$ cat src/rtl/lsa_pkg.sv
package lsa_pkg;

    // Command codes carried on the cmd port.
    localparam logic [1:0] CMD_ALLOC = 2'd0;
    localparam logic [1:0] CMD_DECAY = 2'd1;
    localparam logic [1:0] CMD_READ  = 2'd2;
    localparam logic [1:0] CMD_NOP   = 2'd3;

    // One slot of the table as it sits in the slot memory.
    typedef struct packed {
        logic [15:0] key;
        logic [31:0] expiry;
        logic [15:0] radius;
        logic [15:0] rate;
    } lsa_entry_t;

    localparam int ENTRY_W = $bits(lsa_entry_t);

endpackage

$ cat src/rtl/lsa_ram.sv
module lsa_ram #(
    parameter int WIDTH = 80,
    parameter int DEPTH = 32
) (
    input  logic                                      clk,
    input  logic                                      we,
    input  logic [(DEPTH > 1 ? $clog2(DEPTH) : 1)-1:0] waddr,
    input  logic [WIDTH-1:0]                          wdata,
    input  logic [(DEPTH > 1 ? $clog2(DEPTH) : 1)-1:0] raddr,
    output logic [WIDTH-1:0]                          rdata
);

    logic [WIDTH-1:0] mem [DEPTH];

    // One write port and one read port with registered read data.
    always_ff @(posedge clk)
    begin
        if (we)
        begin
            mem[waddr] <= wdata;
        end
        rdata <= mem[raddr];
    end

endmodule

$ cat src/rtl/light_slot_allocator_with_decay_unit.sv
// Channel   Direction  Handshake                          Ports
// ------    ---------  ---------------------------------  ---------------------------------------
// command   in         start high and busy low at edge    cmd, light_key, now_ms, elapsed_ms,
//                                                         new_radius, new_rate, new_expiry,
//                                                         read_slot
// result    out        done high for one cycle            slot, slot_key, slot_radius,
//                                                         slot_expiry, slot_live
//
// Scans: a decay tick and an allocate without a key walk the table once, an allocate
// with a key up to twice (for the key, then for an expired slot), all paced by the
// single read port of the slot memory, which the sequencer walks one slot a cycle.
// A read beyond the table and a no-operation item finish in the cycle after acceptance.
// Reset clears all valid bits at once, so every slot reads as zero; there is no clearing pass.
// Results cannot be stalled: each result is shown for exactly one cycle with done high.
module light_slot_allocator_with_decay_unit
    import lsa_pkg::*;
#(
    parameter int LIGHT_SLOTS = 32
) (
    input  logic        clk,
    input  logic        rst_n,
    input  logic        start,
    output logic        busy,
    input  logic [1:0]  cmd,
    input  logic [15:0] light_key,
    input  logic [31:0] now_ms,
    input  logic [15:0] elapsed_ms,
    input  logic [15:0] new_radius,
    input  logic [15:0] new_rate,
    input  logic [31:0] new_expiry,
    input  logic [4:0]  read_slot,
    output logic        done,
    output logic [4:0]  slot,
    output logic [15:0] slot_key,
    output logic [15:0] slot_radius,
    output logic [31:0] slot_expiry,
    output logic        slot_live
);

    // Index width, counter width (holds LIGHT_SLOTS itself) and a width wide enough
    // both for an index and for the five-bit slot field.
    localparam int IW = $clog2(LIGHT_SLOTS);
    localparam int CW = IW + 1;
    localparam int XW = (IW > 5) ? IW : 5;
    localparam logic [CW-1:0] N_C = CW'(LIGHT_SLOTS);

    // Sequencer states.
    localparam logic [2:0] S_IDLE   = 3'd0;
    localparam logic [2:0] S_KEY    = 3'd1;
    localparam logic [2:0] S_EXP    = 3'd2;
    localparam logic [2:0] S_WRITE  = 3'd3;
    localparam logic [2:0] S_DECAY  = 3'd4;
    localparam logic [2:0] S_RDWAIT = 3'd5;
    localparam logic [2:0] S_RDOUT  = 3'd6;

    // Control state.
    logic [2:0]             state_reg, state_next;
    logic [CW-1:0]          cnt_reg, cnt_next;
    logic                   pend_reg, pend_next;
    logic                   upd_reg, upd_next;
    logic                   done_reg, done_next;
    logic [LIGHT_SLOTS-1:0] valid_reg;

    // Latched item fields.
    logic [15:0] key_reg, key_next;
    logic [31:0] now_reg, now_next;
    logic [15:0] elapsed_reg, elapsed_next;
    logic [15:0] radius_in_reg, radius_in_next;
    logic [15:0] rate_in_reg, rate_in_next;
    logic [31:0] expiry_in_reg, expiry_in_next;

    // Scan and decay datapath.
    logic [IW-1:0] slot_reg, slot_next;
    logic [IW-1:0] pidx_reg, pidx_next;
    logic          vq_reg, vq_next;
    logic [31:0]   prod_reg, prod_next;
    lsa_entry_t    dent_reg, dent_next;
    logic [IW-1:0] didx_reg, didx_next;

    // Result registers.
    logic [4:0]  out_slot_reg, out_slot_next;
    logic [15:0] out_key_reg, out_key_next;
    logic [15:0] out_radius_reg, out_radius_next;
    logic [31:0] out_expiry_reg, out_expiry_next;
    logic        out_live_reg, out_live_next;

    // Memory ports.
    logic          wr_en;
    logic [IW-1:0] wr_addr;
    lsa_entry_t    wr_data;
    logic [IW-1:0] rd_addr;
    lsa_entry_t    rd_data;

    logic          issue;
    lsa_entry_t    ent;
    logic [XW-1:0] rd_ext;
    logic [XW-1:0] slot_ext;
    logic          rd_in_range;
    logic [31:0]   wide;
    logic [31:0]   diff;
    logic [15:0]   decayed;

    lsa_ram #(
        .WIDTH(ENTRY_W),
        .DEPTH(LIGHT_SLOTS)
    ) u_slot_ram (
        .clk  (clk),
        .we   (wr_en),
        .waddr(wr_addr),
        .wdata(wr_data),
        .raddr(rd_addr),
        .rdata(rd_data)
    );

    // A slot that was never written since reset reads as all zero.
    assign ent = vq_reg ? rd_data : '0;

    // The scan pointer still has slots to fetch.
    assign issue = (cnt_reg < N_C);

    assign rd_ext      = XW'(read_slot);
    assign slot_ext    = XW'(slot_reg);
    assign rd_in_range = ({4'b0, read_slot} < 9'(LIGHT_SLOTS));

    // Decay arithmetic: the radius is widened by eight fraction bits, the product of
    // elapsed time and rate is taken off, and the result saturates at zero.
    assign wide    = {8'b0, dent_reg.radius, 8'b0};
    assign diff    = wide - prod_reg;
    assign decayed = (prod_reg >= wide) ? 16'd0 : diff[23:8];

    always_comb
    begin
        state_next      = state_reg;
        cnt_next        = cnt_reg;
        pend_next       = pend_reg;
        upd_next        = 1'b0;
        done_next       = 1'b0;
        key_next        = key_reg;
        now_next        = now_reg;
        elapsed_next    = elapsed_reg;
        radius_in_next  = radius_in_reg;
        rate_in_next    = rate_in_reg;
        expiry_in_next  = expiry_in_reg;
        slot_next       = slot_reg;
        pidx_next       = pidx_reg;
        prod_next       = prod_reg;
        dent_next       = dent_reg;
        didx_next       = didx_reg;
        out_slot_next   = out_slot_reg;
        out_key_next    = out_key_reg;
        out_radius_next = out_radius_reg;
        out_expiry_next = out_expiry_reg;
        out_live_next   = out_live_reg;
        wr_en           = 1'b0;
        wr_addr         = didx_reg;
        wr_data         = dent_reg;
        rd_addr         = slot_reg;

        // In the scan states the pointer walks the memory one slot a cycle; the entry
        // fetched in the previous cycle is checked while the next one is fetched.
        if ((state_reg == S_KEY) || (state_reg == S_EXP) || (state_reg == S_DECAY))
        begin
            rd_addr   = issue ? cnt_reg[IW-1:0] : '0;
            cnt_next  = cnt_reg + CW'(issue);
            pend_next = issue;
            pidx_next = rd_addr;
        end
        vq_next = valid_reg[rd_addr];

        unique case (state_reg)
            S_IDLE:
            begin
                if (start)
                begin
                    key_next       = light_key;
                    now_next       = now_ms;
                    elapsed_next   = elapsed_ms;
                    radius_in_next = new_radius;
                    rate_in_next   = new_rate;
                    expiry_in_next = new_expiry;
                    cnt_next       = '0;
                    pend_next      = 1'b0;
                    unique case (cmd)
                        CMD_ALLOC:
                        begin
                            state_next = (light_key != 16'd0) ? S_KEY : S_EXP;
                        end
                        CMD_DECAY:
                        begin
                            state_next = S_DECAY;
                        end
                        CMD_READ:
                        begin
                            out_slot_next = read_slot;
                            if (rd_in_range)
                            begin
                                slot_next  = rd_ext[IW-1:0];
                                state_next = S_RDWAIT;
                            end
                            else
                            begin
                                // A slot beyond the table reports all zero.
                                out_key_next    = '0;
                                out_radius_next = '0;
                                out_expiry_next = '0;
                                out_live_next   = 1'b0;
                                done_next       = 1'b1;
                            end
                        end
                        CMD_NOP:
                        begin
                            state_next = S_IDLE;
                        end
                    endcase
                end
            end
            S_KEY:
            begin
                priority if (pend_reg && (ent.key == key_reg))
                begin
                    slot_next  = pidx_reg;
                    state_next = S_WRITE;
                end
                else if (!issue && !pend_reg)
                begin
                    // No slot holds the key: restart the walk for an expired slot.
                    cnt_next   = '0;
                    pend_next  = 1'b0;
                    state_next = S_EXP;
                end
            end
            S_EXP:
            begin
                priority if (pend_reg && (ent.expiry < now_reg))
                begin
                    slot_next  = pidx_reg;
                    state_next = S_WRITE;
                end
                else if (!issue && !pend_reg)
                begin
                    // Nothing has expired: fall back to the first slot.
                    slot_next  = '0;
                    state_next = S_WRITE;
                end
            end
            S_WRITE:
            begin
                wr_en           = 1'b1;
                wr_addr         = slot_reg;
                wr_data.key     = key_reg;
                wr_data.expiry  = expiry_in_reg;
                wr_data.radius  = radius_in_reg;
                wr_data.rate    = rate_in_reg;
                out_slot_next   = slot_ext[4:0];
                out_key_next    = key_reg;
                out_radius_next = radius_in_reg;
                out_expiry_next = expiry_in_reg;
                out_live_next   = (expiry_in_reg >= now_reg);
                done_next       = 1'b1;
                state_next      = S_IDLE;
            end
            S_DECAY:
            begin
                // First stage multiplies, second stage subtracts and writes back.
                upd_next  = pend_reg && (ent.expiry >= now_reg) && (ent.radius != 16'd0);
                prod_next = 32'(elapsed_reg) * 32'(ent.rate);
                dent_next = ent;
                didx_next = pidx_reg;
                wr_en          = upd_reg;
                wr_addr        = didx_reg;
                wr_data        = dent_reg;
                wr_data.radius = decayed;
                if (!issue && !pend_reg && !upd_reg)
                begin
                    state_next = S_IDLE;
                end
            end
            S_RDWAIT:
            begin
                state_next = S_RDOUT;
            end
            S_RDOUT:
            begin
                out_key_next    = ent.key;
                out_radius_next = ent.radius;
                out_expiry_next = ent.expiry;
                out_live_next   = (ent.expiry >= now_reg);
                done_next       = 1'b1;
                state_next      = S_IDLE;
            end
            default:
            begin
                state_next = S_IDLE;
            end
        endcase
    end

    always_ff @(posedge clk or negedge rst_n)
    begin
        if (!rst_n)
        begin
            state_reg <= S_IDLE;
            cnt_reg   <= '0;
            pend_reg  <= 1'b0;
            upd_reg   <= 1'b0;
            done_reg  <= 1'b0;
            valid_reg <= '0;
        end
        else
        begin
            state_reg <= state_next;
            cnt_reg   <= cnt_next;
            pend_reg  <= pend_next;
            upd_reg   <= upd_next;
            done_reg  <= done_next;
            if (wr_en)
            begin
                valid_reg[wr_addr] <= 1'b1;
            end
        end
    end

    always_ff @(posedge clk)
    begin
        key_reg        <= key_next;
        now_reg        <= now_next;
        elapsed_reg    <= elapsed_next;
        radius_in_reg  <= radius_in_next;
        rate_in_reg    <= rate_in_next;
        expiry_in_reg  <= expiry_in_next;
        slot_reg       <= slot_next;
        pidx_reg       <= pidx_next;
        vq_reg         <= vq_next;
        prod_reg       <= prod_next;
        dent_reg       <= dent_next;
        didx_reg       <= didx_next;
        out_slot_reg   <= out_slot_next;
        out_key_reg    <= out_key_next;
        out_radius_reg <= out_radius_next;
        out_expiry_reg <= out_expiry_next;
        out_live_reg   <= out_live_next;
    end

    assign busy        = (state_reg != S_IDLE);
    assign done        = done_reg;
    assign slot        = out_slot_reg;
    assign slot_key    = out_key_reg;
    assign slot_radius = out_radius_reg;
    assign slot_expiry = out_expiry_reg;
    assign slot_live   = out_live_reg;

    // A result is only shown once the sequencer is back at rest.
    a_done_idle: assert property (@(posedge clk) disable iff (!rst_n)
        done_reg |-> (state_reg == S_IDLE))
        else $error("result strobe while the sequencer is still working");

    // Any accepted command other than a no-operation or a read beyond the table
    // makes the block busy in the next cycle.
    a_start_busy: assert property (@(posedge clk) disable iff (!rst_n)
        (start && !busy && (cmd != CMD_NOP) && ((cmd != CMD_READ) || rd_in_range))
        |=> busy)
        else $error("accepted command did not start the sequencer");

    // The slot memory is only written by an allocate or a decay write-back.
    a_write_state: assert property (@(posedge clk) disable iff (!rst_n)
        wr_en |-> ((state_reg == S_WRITE) || (state_reg == S_DECAY)))
        else $error("slot memory written outside allocate or decay");

    // The scan pointer never runs past the end of the table.
    a_cnt_range: assert property (@(posedge clk) disable iff (!rst_n)
        (cnt_reg <= N_C))
        else $error("scan pointer beyond the table");

endmodule

$ cat config.mk
export PLATFORM = sky130hd
export DESIGN_NAME = light_slot_allocator_with_decay_unit
export DESIGN_NICKNAME = d
export VERILOG_FILES = /design/src/rtl/lsa_pkg.sv /design/src/rtl/lsa_ram.sv /design/src/rtl/light_slot_allocator_with_decay_unit.sv
export SDC_FILE = /design/constraint.sdc
export NUM_CORES = 2
export LEC_CHECK = 0
export BUFFER_PORTS_ARGS = -buffer_cell sky130_fd_sc_hd__buf_4
export CAP_MARGIN = 30
export CORE_ASPECT_RATIO = 0.5
export CORE_MARGIN = 1.5
export CORE_UTILIZATION = 44
export DETAILED_ROUTE_END_ITERATION = 16
export HOLD_SLACK_MARGIN = 0.12
export SETUP_SLACK_MARGIN = 0.15
export SLEW_MARGIN = 10
export SYNTH_ARGS = -nofsm -noshare
export SYNTH_HDL_FRONTEND = slang
export SYNTH_SLANG_ARGS = --single-unit
$ cat constraint.sdc
create_clock -name clk -period 17.3 [get_ports clk]
set_input_delay 0.865 -clock clk [delete_from_list [all_inputs] [get_ports clk]]
set_output_delay 0.865 -clock clk [all_outputs]
set_load 0.01 [all_outputs]
# --- Word level (Yosys, flattened, before mapping) ---
# Memories as Yosys holds them, arrays and structs flattened. A register that Yosys moved wholly into a read port is not among the register bits.
# Cells that the tools add are included.
classes:
  add_sub_neg: 2
  multipliers: 1
  magnitude_cmp: 8
  n_eq_ne: 16
  muxes: 45
  bitwise: 1
  n_reduce_logical: 25
op_table:
  columns: ["cell", "n"]
  rows:
  - ["80-bit one-hot mux with 2 select lines", 1]
  - ["80-bit 2-to-1 mux", 1]
  - ["32-bit greater-or-equal comparator", 2]
  - ["16-bit one-hot mux with 2 select lines", 2]
  - ["32-bit one-hot mux with 2 select lines", 1]
  - ["5-bit 2-to-1 mux", 8]
  - ["32-bit by 24-bit greater-or-equal comparator with 1-bit output", 1]
  - ["32-bit < comparator", 1]
  - ["16-bit by 16-bit multiplier with 32-bit output", 1]
  - ["32-bit OR", 1]
  - ["16-bit nonzero test", 2]
  - ["6-bit 2-to-1 mux", 4]
  - ["24-bit subtractor", 1]
  - ["3-bit 2-to-1 mux", 6]
  - ["16-bit == test", 1]
  - ["16-bit 2-to-1 mux", 1]
  - ["3-bit one-hot mux with 5 select lines", 1]
  - ["5-bit one-hot mux with 3 select lines", 1]
  - ["5-bit by 6-bit < comparator with 1-bit output, second input constant", 2]
  - ["3-bit one-hot mux with 4 select lines", 1]
  - ["6-bit one-hot mux with 2 select lines", 1]
  - ["1-bit 2-to-1 mux", 10]
  - ["5-bit one-hot mux with 2 select lines", 1]
  - ["3-bit == test, second input constant", 3]
  - ["other kinds (26)", 44]
word_totals:
  ff_bits: 370
  mem_bits_rw: 2560
  inputBits: 138
  output_inout_bits: 72
  elab_cells: 125
  n_memories: 1
mem_list:
  columns: ["memory", "words", "width", "read_ports", "rd_ports_with_merged_regs", "wr", "line_no", "rtl"]
  rows:
  - ["u_slot_ram.mem", 32, 80, 1, 1, 1, "lsa_ram.sv:13", "logic [WIDTH-1:0] mem [DEPTH];"]

# --- Longest topological paths before layout ---
logic_depth:
  depth_word: 7
  depth_mapped: 29
  depth_no_buf: 22

# --- By module ---
# A second synthesis with hierarchy kept.
unflattened:
  cells_unflattened: 7188
  area_unflattened_um2: 124882.3
by_module_without_submodules:
  columns: ["module", "n_inst", "cells_each", "area_each_um2", "seq_area_each_um2"]
  rows:
  - ["lsa_ram", 1, 4683, 98903.6, 78475.3]
  - ["light_slot_allocator_with_decay_unit", 1, 2505, 25978.7, 10880.4]

# --- Worst setup path after synthesis ---
# OpenSTA, ideal clock, no wires.
synth_timing:
  path_kind: "reg-to-reg"
  startpoint: "register state_reg[0]"
  endpoint: "memory u_slot_ram.mem[3][0] (enable)"
  setup_time_ns: 0.520
  arrival_time_ns: 14.011
  required_ns: 16.780
  setup_slack_ns: 2.770
  stages_incl_launch_ff: 9
  period_less_slack_ns: 14.530
  cell_sequence: "dfrtp_1 buf_2 nor3b_1 nand2_1 nor2_1 a21oi_1 or2_2 clkbuf_1 nor2_1"
synth_between:
  elab_chain_cells: 4
  elab_cells_between_ends: 6
  classes_between: "eq/ne (2); mux (4)"
synth_rtl:
  columns: ["element", "line_no", "rtl"]
  rows:
  - ["start, declared", "light_slot_allocator_with_decay_unit.sv:57", "logic [2:0] state_reg, state_next;"]
  - ["start signal, assigned", "light_slot_allocator_with_decay_unit.sv:311", "state_reg <= state_next;"]
  - ["3-bit == test or 3-bit by 2-bit == test with 1-bit output (tied branches)", "light_slot_allocator_with_decay_unit.sv:170", "unique case (state_reg)"]
  - ["1-bit one-hot mux with 2 select lines", "light_slot_allocator_with_decay_unit.sv:170", null]
  - ["1-bit 2-to-1 mux", "lsa_ram.sv:18", "if (we)"]
  - ["1-bit 2-to-1 mux (implied by the code)", "lsa_ram.sv:20", "mem[waddr] <= wdata;"]
  - ["end, declared", "lsa_ram.sv:13", null]
# Parallel ways exist; a longest one is shown, timed or not.

# --- Worst setup path after layout ---
layout_timing:
  startpoint: "register vq_reg"
  endpoint: "register prod_reg[30], data pin"
layout_between:
  elab_chain_cells: 2
layout_rtl:
  columns: ["element", "line_no", "rtl"]
  rows:
  - ["start, declared", "light_slot_allocator_with_decay_unit.sv:75", "logic vq_reg, vq_next;"]
  - ["start signal, assigned", "light_slot_allocator_with_decay_unit.sv:333", "vq_reg <= vq_next;"]
  - ["80-bit 2-to-1 mux", "light_slot_allocator_with_decay_unit.sv:116", "assign ent = vq_reg ? rd_data : '0;"]
  - ["16-bit by 16-bit multiplier with 32-bit output", "light_slot_allocator_with_decay_unit.sv:266", "prod_next = 32'(elapsed_reg) * 32'(ent.rate);"]
  - ["end signal, assigned", "light_slot_allocator_with_decay_unit.sv:334", "prod_reg <= prod_next;"]
  - ["end, declared", "light_slot_allocator_with_decay_unit.sv:76", "logic [31:0] prod_reg, prod_next;"]
# Every way passes these cells.
# A chain may end at the register's enable or synchronous reset.

==> metrics.md <==
| Metric | Value |
|---|---|
| Run status | finished, final reports clean |
| Post-layout min period | 7350 ps |
| Clock-pin slew of the registers on the worst-case setup and hold paths | 70 ps |
| Sequential area share after synthesis | 70.5% |
| IO Port Bufs | 209 |
| Synthesis warning total | 0 |
| Peak fanout along the critical path | 114 |
| Iter 0 DRT Violations | 10312 |
| Last weighted congestion value of the routability-driven placer | 0.828 |
| Cell depth of the worst min-delay path | 1 |
| Cell accounting for the most synthesized area | edfxtp_1 |
| Commonest cells in the synthesized netlist | 2885 x edfxtp_1, 2272 x nand2_1, 419 x nand3_1 |
| Worst slew slack as a fraction of its limit | roughly 25% |
| Length in cells of the worst reg-to-reg path | 22 |
| Fraction of final layout cells with drive strength greater than 1 | roughly an eighth |
| Max-cap violations | 0 |
| VDD IR-drop max | between 0.3 and 0.4 mV |
| Antenna Nets Post-Route | 0 |
| Area contributors post-synth | edfxtp_1 68%, nand2_1 6.7%, fa_1 3.1%, mux4_2 2.6%, ha_1 2.0% |
| Overflow left after global routing | 0 |
| Post-Synthesis Net Count | around 9600 |
| Number of antenna violations at the first check in global routing | 17 |
| H-Tree Level Count | 5 |
| Via count normalized by instance count | between 5 and 6 |
| Synth unique cells | 75 |
| Worst-case hold path end point | expiry_in_reg[24]$_DFFE_PP_ |
| Max-slew violation count | 0 |
| Highest Clock Rate | 0.136 GHz |
| Slowest CP cell | and2_1 |
| Global-route wire length before repair | around 530000 um |
| Via count of the first global-routing pass | between 70000 and 80000 |
| Placed insts | between 10000 and 15000 |
| Clock root cell | clkbuf_16 |
| Slowest stage delay, CP | 730 ps |
| Netlist area before placement | 127000 um^2 |
| Fin. Hold Viols | 0 |
| Main synth FF type | edfxtp_1 |
| TritonCTS Buffers | approximately 280 |
| Worst Skew | about 70 ps |
| Vert. Die Dim | ~380 um |
| DIE WIDTH | 762 um |
| Wire per inst | roughly 28 um |
| Largest net degree at the start of global routing | around 180 |
| Number of enable flip-flop cells after synthesis | a little under 3000 |
| DRC errors left | 0 |
| CTS tree | built |
| Clock net sink count | ~3000 |
| Metal1 wirelength | 155000 um |
| Worst skew pair latency | a little under 900 ps |
| Core ar. | about 290000 um^2 |
| Hold/Removal Path Class | in2reg |
| Crit share post-route | 42.5% |
| Final setup violation count | 0 |
| Initial core utilization | 44.2% |
| Detailed-routed wire length on met3 | 30900 um |
| Buf/Inv on CP | 7 |
| Die Outline Area | 291000 um^2 |
| TNS Setup | 0 ps |
| Setup repair after global routing missed its margin | false |
| Number of nets in the final layout | 9795 |
| Min-Delay Startpoint | new_expiry[24] |
| DR vias | around 80000 |
| Number of iterations in the first detailed-routing pass | 6 |
| Setup crit end kind | register |
| Flip-flop count of the largest register after layout | approximately 2600 |
| Critical path launch point | vq_reg$_DFF_P_ |
| Number of storage elements in the synthesis netlist | approximately 3000 |
| Power Density | approximately 210 nW/um^2 |
| Met2 WL post-DR | about 170000 um |
| Crit Path Class | reg2reg |
| Tot GR Track Use | roughly 25% |
| Number of primary I/O pins | 210 |
| Cell-by-cell trace of the critical path | buf_4 > and2_1 > nand2_1 > fa_1 > inv_1 > fa_1 > inv_1 > fa_1 > inv_1 > fa_1 > fa_1 > inv_1 > fa_1 > inv_1 > ha_1 > inv_1 > nor2_1 > nand4_1 > o311ai_0 > a31o_2 > a21oi_1 > xnor2_1 |
| Top Metal Used | met5 |
| Overall routed net length | 366000 um |
| Post-synthesis async set-or-reset flop share | between 1 and 1.5% |
| Element type at the critical path start | register |
| Register-to-Register Setup Slack | 9950 ps |
| Dominant cell by count in the synthesized netlist | edfxtp_1 |
| Capturing point of the worst reg2reg path | prod_reg[30]$_DFFE_PP_ |
| HPWL after detailed placement | approximately 200000 um |
| Buffer depth of the longest clock path | 4 |
| Slew of the pin with the lowest slew margin | roughly 1100 ps |
| Leakage power | 51.2 nW |
| Syn Inst Count | 9024 |
| Filler-free cell count of the finished design | about 13000 |
| Worst Path Arrival | between 7000 and 8000 ps |
| Cells resized by post-CTS repair | 0 |
| Required time of the critical path | about 18000 ps |
| Area growth from synthesis to final layout | 13.2% |
| Area fraction of the dominant cell type after synthesis | roughly two thirds |
| Worst R2R Start | vq_reg$_DFF_P_ |
| Row Count | around 140 |
| Largest delay share family, worst path | adder cells |
| Average instance area after synthesis | approximately 14 um^2 |
-- layout by cell type (no fill, tap or decap), types with 65 or more instances in the layout --
master	count
edfxtp_1	2885
nand2_1	2266
nand3_1	419
buf_4	362
and3_1	335
inv_1	314
clkbuf_16	298
a21oi_1	263
ha_1	203
fa_1	194
a311oi_1	152
a31oi_1	150
mux4_2	148
a211oi_1	85
dfxtp_1	80
and2_1	78
mux2i_1	76
a221oi_1	72
o2111ai_1	71
or4_1	71
clkbuf_1	70
mux2_2	65
-- where the power goes --
group	switching [mW]	internal [mW]	total, mW
Sequential	0.319	9.49	9.81
Clock	2.72	3.45	6.17
Combinational	9.62	4.93	14.6
Total	12.7	17.9	30.5
-- final cells by class --
type,count,area [um^2]
sequential,3010,89400
inverter,314,1180
fill,24139,143000
multi-input combinational,5166,34300
antenna,3,7.51
clock buffer,380,7820
clock inverter,115,1040
timing repair buffer,489,4940
tap,3807,4760
-- kinds of logic (layout without fill, tap and decap cells) --
family                   Yosys count  count (layout)  share of synthesized area, %
flip-flops                      3010            3010                          70.5
AO/OA/AOI/OAI                    980             980                          5.37
AND/OR/NAND/NOR                 3445            3445                          12.0
XOR/XNOR                          50              50                         0.346
other                              0               3                             0
adder cells (fa/ha/maj)          398             398                          5.08
multiplexers                     293             293                          3.84
buffers and inverters            848            1298                          2.85
-- what timing repair did --
item,in CTS,in global routing
hold buffers,40,0
endpoints found under the hold margin,83,0
setup buffers,0,0
-- metal layers --
layer	track usage (%)	up-vias
met5	0	-
met2	39.0	3528
met3	3.69	578
li1	-	33770
met1	35.8	40337
met4	6.81	8
-- worst max-delay path by stage --
stage                                      to  slack (ps)  depth (start not counted)
2_1_floorplan  u_slot_ram.mem[3][0]$_DFFE_PP_        2770                          8
3_3_place_gp           prod_reg[30]$_DFFE_PP_       10040                         22
3_5_place_dp           prod_reg[30]$_DFFE_PP_       10010                         22
4_1_cts                prod_reg[30]$_DFFE_PP_       10000                         22
5_1_grt                prod_reg[30]$_DFFE_PP_        9530                         19
6_report               prod_reg[30]$_DFFE_PP_        9950                         22
-- per-stage QoR --
stage | util (%) | cell area (um^2) | hold slack [ps] | total power, mW | setup slack [ps]
after detailed placement | 46.5 | 133000 | 446 | 24.2 | 10010
after global routing | 50.0 | 143000 | 131 | 32.4 | 9530
after CTS | 49.8 | 143000 | 120 | 30.5 | 10000
after floorplan | - | 127000 | 427 | 19.7 | 2770
after global placement | 46.2 | 133000 | 442 | 24.1 | 10040
final | 50.0 | 143000 | 159 | 30.5 | 9950
Note: power is estimated with default switching activity, not from simulation.
